**src/rtl/assert_macros.svh**
```systemverilog
// assertion macros shared by the controller and datapath rtl files of the base-38 id decoder
// no dependencies; the bodies are empty when SYNTHESIS is defined
`ifndef ASSERT_MACROS_SVH
`define ASSERT_MACROS_SVH
`ifndef SYNTHESIS
// property checked at every clock edge outside reset
`define B38D_ASSERT(lbl, clk, rst_n, prop, msg) \
  lbl: assert property (@(posedge clk) disable iff (!rst_n) (prop)) else $error(msg);
// condition in one cycle implies a consequence in the next cycle
`define B38D_ASSERT_NEXT(lbl, clk, rst_n, ante, cons, msg) \
  lbl: assert property (@(posedge clk) disable iff (!rst_n) (ante) |=> (cons)) else $error(msg);
`else
`define B38D_ASSERT(lbl, clk, rst_n, prop, msg)
`define B38D_ASSERT_NEXT(lbl, clk, rst_n, ante, cons, msg)
`endif
`endif

```
**src/rtl/b38d_pkg.sv**
```systemverilog
// types, constants and the digit-to-ascii function of the base-38 id decoder
// no dependencies
`default_nettype none

package b38d_pkg;

  localparam int IdWidth     = 64;
  localparam int Radix       = 38;
  localparam int DigitW      = 6;
  localparam int NumDigits   = 13;
  localparam int BitsPerStep = 4;
  localparam int ConvSteps   = IdWidth / BitsPerStep;
  localparam int CntW        = $clog2(ConvSteps);
  localparam int CharW       = 7;

  localparam logic [DigitW-1:0] DigitZero = '0;
  localparam logic [DigitW-1:0] HalfRadix = DigitW'(Radix / 2);
  localparam logic [DigitW:0]   RadixSub  = (DigitW + 1)'(Radix);

  localparam logic [CharW-1:0] CharNone  = 7'h00;
  localparam logic [CharW-1:0] CharZero  = 7'h30;
  localparam logic [CharW-1:0] CharA     = 7'h61;
  localparam logic [CharW-1:0] CharUnder = 7'h5f;

  typedef enum logic [1:0] {
    ST_IDLE,
    ST_CONV,
    ST_EMIT
  } b38d_state_t;

  typedef struct packed {
    logic load;
    logic step;
    logic emit;
  } b38d_cmd_t;

  typedef struct packed {
    logic slot_free;
    logic emit_last;
  } b38d_sts_t;

  function automatic logic [CharW-1:0] digit_to_ascii(input logic [DigitW-1:0] d);
    logic [CharW-1:0] c;
    if (d >= 6'd1 && d <= 6'd10) begin
      c = CharZero + CharW'(d - 6'd1);
    end else if (d >= 6'd11 && d <= 6'd36) begin
      c = CharA + CharW'(d - 6'd11);
    end else if (d == 6'd37) begin
      c = CharUnder;
    end else begin
      c = CharNone;
    end
    return c;
  endfunction

endpackage

`default_nettype wire

```
**src/rtl/b38d_ctrl.sv**
```systemverilog
// controller of the base-38 id decoder: accept, conversion count, emit sequencing
// depends on b38d_pkg and assert_macros.svh
`default_nettype none
`include "assert_macros.svh"

module b38d_ctrl (
  input  wire logic                clk,
  input  wire logic                rst_n,
  input  wire logic                in_valid,
  output logic                     in_ready,
  output b38d_pkg::b38d_cmd_t      cmd,
  input  wire b38d_pkg::b38d_sts_t sts
);
  import b38d_pkg::*;

  b38d_state_t     state_r, state_nxt;
  logic [CntW-1:0] cnt_r, cnt_nxt;
  logic            conv_done;

  assign conv_done = (cnt_r == CntW'(ConvSteps - 1));

  // next state
  always_comb begin
    state_nxt = state_r;
    case (state_r)
      ST_IDLE: begin
        if (in_valid) state_nxt = ST_CONV;
      end
      ST_CONV: begin
        if (conv_done) state_nxt = ST_EMIT;
      end
      ST_EMIT: begin
        if (sts.slot_free && sts.emit_last) state_nxt = ST_IDLE;
      end
      default: state_nxt = ST_IDLE;
    endcase
  end

  // outputs
  always_comb begin
    in_ready = 1'b0;
    cmd      = '0;
    case (state_r)
      ST_IDLE: begin
        in_ready = 1'b1;
        cmd.load = in_valid;
      end
      ST_CONV: begin
        cmd.step = 1'b1;
      end
      ST_EMIT: begin
        cmd.emit = sts.slot_free;
      end
      default: begin
        in_ready = 1'b0;
      end
    endcase
  end

  always_comb begin
    cnt_nxt = cnt_r;
    if (cmd.load) begin
      cnt_nxt = '0;
    end else if (cmd.step) begin
      cnt_nxt = cnt_r + 1'b1;
    end
  end

  always_ff @(posedge clk) begin
    if (!rst_n) begin
      state_r <= ST_IDLE;
      cnt_r   <= '0;
    end else begin
      state_r <= state_nxt;
      cnt_r   <= cnt_nxt;
    end
  end

  `B38D_ASSERT_NEXT(a_load_starts_conv, clk, rst_n, cmd.load, state_r == ST_CONV && cnt_r == '0, "load did not start conversion at step zero")
  `B38D_ASSERT_NEXT(a_conv_to_emit, clk, rst_n, state_r == ST_CONV && conv_done, state_r == ST_EMIT, "conversion did not end after the last step")
  `B38D_ASSERT_NEXT(a_last_to_idle, clk, rst_n, cmd.emit && sts.emit_last, state_r == ST_IDLE, "run did not end after its last beat")

endmodule

`default_nettype wire

```
**src/rtl/b38d_datapath.sv**
```systemverilog
// datapath of the base-38 id decoder: binary to base-38 digit cells and output register
// depends on b38d_pkg and assert_macros.svh
`default_nettype none
`include "assert_macros.svh"

module b38d_datapath (
  input  wire logic                         clk,
  input  wire logic                         rst_n,
  input  wire logic [b38d_pkg::IdWidth-1:0] in_encoded_id,
  input  wire b38d_pkg::b38d_cmd_t          cmd,
  output b38d_pkg::b38d_sts_t               sts,
  output logic                              out_valid,
  input  wire logic                         out_ready,
  output logic [b38d_pkg::CharW-1:0]        out_char_code,
  output logic                              out_is_last,
  output logic                              out_is_error,
  output logic                              out_is_empty
);
  import b38d_pkg::*;

  logic [IdWidth-1:0]     value_r;
  logic [DigitW-1:0]      dig_r [NumDigits];
  logic [DigitW-1:0]      conv_d [BitsPerStep+1][NumDigits];
  logic                   cin [BitsPerStep][NumDigits];
  logic [DigitW:0]        dbl [BitsPerStep][NumDigits];
  logic [BitsPerStep-1:0] chunk;

  logic                   rest_zero;
  logic                   cur_zero;
  logic [CharW-1:0]       res_char;
  logic                   res_last, res_err, res_empty;

  logic                   out_valid_r;
  logic [CharW-1:0]       out_char_r;
  logic                   out_last_r, out_err_r, out_empty_r;

  assign chunk = value_r[IdWidth-1 -: BitsPerStep];

  // shift-and-add-carry over base-38 cells, one input bit per pass, msb first;
  // a cell carries out exactly when it holds 19 or more, so no ripple within a pass
  always_comb begin
    for (int i = 0; i < NumDigits; i++) begin
      conv_d[0][i] = dig_r[i];
    end
    for (int b = 0; b < BitsPerStep; b++) begin
      for (int i = 0; i < NumDigits; i++) begin
        if (i == 0) begin
          cin[b][i] = chunk[BitsPerStep-1-b];
        end else begin
          cin[b][i] = (conv_d[b][i-1] >= HalfRadix);
        end
        dbl[b][i] = {conv_d[b][i], cin[b][i]};
        if (conv_d[b][i] >= HalfRadix) begin
          conv_d[b+1][i] = DigitW'(dbl[b][i] - RadixSub);
        end else begin
          conv_d[b+1][i] = dbl[b][i][DigitW-1:0];
        end
      end
    end
  end

  // result for the lowest remaining digit
  always_comb begin
    rest_zero = 1'b1;
    for (int i = 1; i < NumDigits; i++) begin
      if (dig_r[i] != DigitZero) rest_zero = 1'b0;
    end
    cur_zero = (dig_r[0] == DigitZero);
    if (cur_zero && rest_zero) begin
      res_char  = CharNone;
      res_last  = 1'b1;
      res_err   = 1'b0;
      res_empty = 1'b1;
    end else if (cur_zero) begin
      res_char  = CharNone;
      res_last  = 1'b1;
      res_err   = 1'b1;
      res_empty = 1'b0;
    end else begin
      res_char  = digit_to_ascii(dig_r[0]);
      res_last  = rest_zero;
      res_err   = 1'b0;
      res_empty = 1'b0;
    end
  end

  assign sts.emit_last = res_last;
  assign sts.slot_free = !out_valid_r || out_ready;

  always_ff @(posedge clk) begin
    if (cmd.load) begin
      value_r <= {1'b0, in_encoded_id[IdWidth-2:0]};
      for (int i = 0; i < NumDigits; i++) begin
        dig_r[i] <= DigitZero;
      end
    end else if (cmd.step) begin
      value_r <= value_r << BitsPerStep;
      for (int i = 0; i < NumDigits; i++) begin
        dig_r[i] <= conv_d[BitsPerStep][i];
      end
    end else if (cmd.emit) begin
      for (int i = 0; i < NumDigits - 1; i++) begin
        dig_r[i] <= dig_r[i+1];
      end
      dig_r[NumDigits-1] <= DigitZero;
    end
  end

  always_ff @(posedge clk) begin
    if (!rst_n) begin
      out_valid_r <= 1'b0;
    end else if (cmd.emit) begin
      out_valid_r <= 1'b1;
    end else if (out_ready) begin
      out_valid_r <= 1'b0;
    end
  end

  always_ff @(posedge clk) begin
    if (cmd.emit) begin
      out_char_r  <= res_char;
      out_last_r  <= res_last;
      out_err_r   <= res_err;
      out_empty_r <= res_empty;
    end
  end

  assign out_valid     = out_valid_r;
  assign out_char_code = out_char_r;
  assign out_is_last   = out_last_r;
  assign out_is_error  = out_err_r;
  assign out_is_empty  = out_empty_r;

  `B38D_ASSERT_NEXT(a_emit_fills_slot, clk, rst_n, cmd.emit, out_valid_r, "emitted beat not held in output register")
  `B38D_ASSERT(a_flag_ends_run, clk, rst_n, !(out_valid_r && (out_err_r || out_empty_r)) || (out_last_r && out_char_r == CharNone), "error or empty beat not last or not blank")
  `B38D_ASSERT(a_err_empty_excl, clk, rst_n, !(out_valid_r && out_err_r && out_empty_r), "beat flagged both error and empty")

endmodule

`default_nettype wire

```
**src/rtl/base38_id_decoder_core.sv**
```systemverilog
// base-38 identifier decoder: top level joining controller and datapath
// depends on b38d_pkg, b38d_ctrl and b38d_datapath
//
// usage:
//   in_* channel takes one 64-bit packed id per beat (bit 63 ignored).
//   out_* channel returns one beat per decoded character, least significant
//   digit first, up to 13 beats per id; out_is_last marks the final beat.
//   a zero digit inside a nonzero value ends the run with an error beat;
//   a zero id gives a single empty beat.
//   throughput: the conversion loop shifts 4 id bits per cycle into 13
//   base-38 digit cells, then one digit leaves per cycle through the
//   output register while out_ready stays high.
//   in_ready is high only between runs; the next id can be taken while the
//   final beat of the previous run still waits in the output register.
//   reset (rst_n low, synchronous) returns to idle and empties the output.
//   when the receiver stalls, the pending beat holds and the digit cells wait.
`default_nettype none

module base38_id_decoder_core (
  input  wire logic                         clk,
  input  wire logic                         rst_n,
  input  wire logic                         in_valid,
  output logic                              in_ready,
  input  wire logic [b38d_pkg::IdWidth-1:0] in_encoded_id,
  output logic                              out_valid,
  input  wire logic                         out_ready,
  output logic [b38d_pkg::CharW-1:0]        out_char_code,
  output logic                              out_is_last,
  output logic                              out_is_error,
  output logic                              out_is_empty
);
  import b38d_pkg::*;

  b38d_cmd_t cmd;
  b38d_sts_t sts;

  b38d_ctrl u_ctrl (
    .clk      (clk),
    .rst_n    (rst_n),
    .in_valid (in_valid),
    .in_ready (in_ready),
    .cmd      (cmd),
    .sts      (sts)
  );

  b38d_datapath u_datapath (
    .clk           (clk),
    .rst_n         (rst_n),
    .in_encoded_id (in_encoded_id),
    .cmd           (cmd),
    .sts           (sts),
    .out_valid     (out_valid),
    .out_ready     (out_ready),
    .out_char_code (out_char_code),
    .out_is_last   (out_is_last),
    .out_is_error  (out_is_error),
    .out_is_empty  (out_is_empty)
  );

endmodule

`default_nettype wire
```
**config.mk**
```make
export PLATFORM = sky130hd
export DESIGN_NAME = base38_id_decoder_core
export DESIGN_NICKNAME = d
export VERILOG_FILES = /design/src/rtl/b38d_pkg.sv /design/src/rtl/b38d_ctrl.sv /design/src/rtl/b38d_datapath.sv /design/src/rtl/base38_id_decoder_core.sv
export VERILOG_INCLUDE_DIRS = /design/src /design/src/rtl
export SDC_FILE = /design/constraint.sdc
export NUM_CORES = 1
export LEC_CHECK = 0
export BUFFER_PORTS_ARGS = -buffer_cell sky130_fd_sc_hd__buf_2
export CORE_MARGIN = 2
export CORE_UTILIZATION = 45
export DETAILED_ROUTE_END_ITERATION = 10
export GPL_TIMING_DRIVEN = 0
export MAX_ROUTING_LAYER = met4
export PLACE_DENSITY = 0.67
export SLEW_MARGIN = 5
export SYNTH_ARGS = -nofsm -noshare
export SYNTH_HDL_FRONTEND = slang
export SYNTH_SLANG_ARGS = --single-unit
```
**constraint.sdc**
```tcl
create_clock -name clk -period 15.3 [get_ports clk]
set_input_delay 0.765 -clock clk [delete_from_list [all_inputs] [get_ports clk]]
set_output_delay 0.765 -clock clk [all_outputs]
set_load 0.03 [all_outputs]
```
==> results.yml <==
run_status:
  status: "finished, final reports clean"
timing:
  relSlewSlack_pct: 18.49
  min_period_over_period_pct: 51.65
  fin_crit_ns: 7.903
  finalSetupViolCount: 0
  finClkSkew_ns: 0.01754
  maxSlewViolCount: 0
  post-route-worst-setup-slack_ns: 7.397
  fmax_mhz: 126.5
  setup_tns_ns: 0
  tightest_slew_ns: 1.223
  finalHoldViolations: 0
  rsz0062_at_grt: "false"
die:
  io_pins: 80
  core_area_um2: 36520
  die_x_um: 196.3
  die_y_um: 196.3
  start_util_pct: 45.57
  die_area_um2: 38540
  rows: 70
worst_setup_path:
  slowest_stage: "o21ai_0"
  worstPathRequired_ns: 15.47
  crit_path_end_kind: "register"
  worst_path_most_repeated_cell: "ha_1"
  r2r_start: "u_datapath.dig_r[0][54]$_DFFE_PP_"
  start_kind: "register"
  critical_path_class: "register to register"
  crit_path_max_fanout: 10
  startpoint: "u_datapath.dig_r[0][54]$_DFFE_PP_"
  cp.arrival_ns: 8.08
  r2r_cells: 32
  slowest_delay_ns: 0.63
routing:
  via_count: 16108
  drc_errors: 0
  drtAntennaViolNets: 0
  viasPerCell: 6.088
  drtIter0Drc: 1296
  drtPass1Iterations: 5
  wl_per_cell_um: 17.04
  routed_wl_mm: 45.10
logic_synthesis:
  syn_nets: 2208
  syn_inst: 2067
  yosys_most_used_dff: "edfxtp_1"
  synth_area_leader_cell: "edfxtp_1"
  async_flop_share_pct: 0
  yosysUniqueCellTypes: 111
  synth_top_cell_area_share_pct: 26.16
  yosysWarnings: 0
  syn_avg_cell_area_um2: 8.052
  ys_top_cells_by_area: "edfxtp_1 (26%), nand2_1 (7.6%), ha_1 (5.5%)"
  seq_area_frac_synth_pct: 27.85
  synth-edff-count: 145
  ys_ff_latch: 159
  netlist_area_um2: 16640
placement:
  place_ws_ns: 7.605
  hpwl_mm: 34.53
  gp_congestion: 0.9484
  portBuffers: 78
global_routing:
  grt.total_usage_pct: 24.18
  grt_max_degree: 65
  grt_overflow_total: 0
  grt_pass1_vias: 15382
  grt_pass1_wl_mm: 75.21
  antenna_found_initial: 0
finish:
  multi_input_area_um2: 11250
  num-nets-final: 2306
  fill_cells: 3475
  drive_gt1_share_pct: 10.42
  finish.utilization_pct: 49.93
  syn_to_final_growth_pct: 9.563
  regArea_um2: 4634
  antennaDiodeCount: 0
hold_path:
  hold_depth: 2
  hold_start: "u_ctrl.cnt_r[1]$_SDFFE_PP0P_"
  hp-class: "register to register"
clock_network:
  clockRootBuffer: "clkbuf_16"
  clock_latency_ns: 0.45
  cts-resized-gates: 0
  cts_tree: "built"
  htree_levels: 4
  numCtsBuffers: 17
  postCtsSetupRepairBufs: 0
  clock_sinks: 159
  cts_hold_repair.buffers: 0
  clk_pin_slew_ns: 0.07
  clockBufferDepth: 2
run:
  max-cap-violations: 0
-- critical path: cells and delay by family (launching register included) --
kind            cells  cell delay [ns]
compound gates     11             2.61
xor+xnor            3             0.63
fa+ha+maj           4             1.09
buf+inv             4             0.76
flops               1             0.54
mux                 1             0.37
simple gates        9             1.62
-- cells by family (layout without fill, tap and decap cells) --
logic type,after synthesis,after routing,share of synthesized area [%]
compound gates,632,632,27.08
xor+xnor,117,117,6.157
fa+ha+maj,73,73,5.488
buf+inv,184,295,4.623
flops,159,159,27.85
mux,72,72,4.616
simple gates,830,830,24.19
-- Yosys cell counts, drive strengths merged, types with 9 or more instances --
| cell | n |
|---|---|
| inv | 88 |
| nand4 | 24 |
| clkbuf | 79 |
| o22ai | 17 |
| and2 | 28 |
| nand3b | 11 |
| or3 | 25 |
| o21a | 17 |
| a21o | 37 |
| nor2b | 26 |
| a211oi | 26 |
| nand2b | 20 |
| o31ai | 30 |
| a21boi | 13 |
| o21bai | 10 |
| mux2 | 22 |
| a22oi | 11 |
| xnor2 | 89 |
| ha | 73 |
| nand2 | 338 |
| and3 | 16 |
| nor4 | 27 |
| a21oi | 114 |
| dfxtp | 14 |
| a31oi | 28 |
| or2 | 21 |
| or4 | 15 |
| buf | 15 |
| mux2i | 49 |
| nor2 | 137 |
| a22o | 17 |
| xor2 | 28 |
| o221ai | 11 |
| nor3 | 68 |
| nand3 | 44 |
| o21ai | 134 |
| o211ai | 26 |
| a211o | 14 |
| edfxtp | 145 |
| o31a | 20 |
| a32oi | 9 |
-- cell usage in the layout (no fill, tap or decap), types with 11 or more instances in the layout --
master / n
nor4_1: 27
nand3b_1: 11
a31oi_1: 27
or4_1: 13
o211ai_1: 26
nand3_1: 44
edfxtp_1: 145
nor2_1: 131
buf_2: 85
or2_2: 19
a21boi_0: 12
a22o_1: 16
or3_1: 23
and2_1: 26
nand2b_1: 20
a211oi_1: 25
a211o_1: 13
o21ai_0: 124
o31a_1: 19
o22ai_1: 15
o21a_1: 17
clkbuf_16: 17
inv_1: 85
nor3_1: 67
o31ai_1: 30
a22oi_1: 11
a21oi_1: 113
a21o_1: 34
clkbuf_1: 76
xnor2_1: 89
mux2i_1: 49
nand2_1: 336
and3_1: 15
xor2_1: 28
nand4_1: 24
nor2b_1: 26
dfxtp_1: 14
mux2_2: 20
ha_1: 73
-- flip-flops by register name, indices dropped and copies added (netlist names) --
signal,flops
u_ctrl.cnt_r,4
u_ctrl.state_r,2
u_datapath.out_is_error,1
u_datapath.out_is_last,1
u_datapath.out_valid,1
u_datapath.out_char_code,7
u_datapath.out_is_empty,1
u_datapath.dig_r,78
u_datapath.value_r,64
-- worst paths after layout --
path / slack [ns] / endpoint
max: 7.40 / u_datapath.dig_r[0][58]$_DFFE_PP_
min reg2reg: 0.48 / u_ctrl.cnt_r[1]$_SDFFE_PP0P_
min: 0.48 / u_ctrl.cnt_r[1]$_SDFFE_PP0P_
max reg2reg: 7.40 / u_datapath.dig_r[0][58]$_DFFE_PP_
-- metal layers --
| metal | up-vias | wire [µm] | global-route usage, % |
|---|---|---|---|
| li1 | 7959 | - | - |
| met1 | 7619 | 20410 | 31.43 |
| met2 | 463 | 21500 | 40.01 |
| met3 | 67 | 2336 | 2.785 |
| met4 | 0 | 854 | 6.510 |
| met5 | - | 0 | - |
-- per-stage QoR --
stage | instances | hold WS [ns] | cell area (µm²)
2_1_floorplan | 2067 | 0.4537 | 16640
3_3_place_gp | 2613 | 0.4685 | 17620
3_5_place_dp | 2614 | 0.4707 | 17650
4_1_cts | 2646 | 0.4803 | 18240
5_1_grt | 2646 | 0.5124 | 18240
6_report | 2646 | 0.4784 | 18240
-- cell type report --
| class | instances | share of cell area, % |
|---|---|---|
| Multi-Input combinational cell | 1724 | 61.68 |
| Tap cell | 468 | 3.211 |
| Buffer | 96 | 2.408 |
| Timing Repair Buffer | 79 | 2.251 |
| Clock inverter | 14 | 0.8714 |
| Inverter | 88 | 1.811 |
| Clock buffer | 18 | 2.354 |
| Sequential cell | 159 | 25.42 |
Power is left out: the tool's default activity adds up to more than one toggle a clock period on the data nets, which glitch-free logic cannot reach.
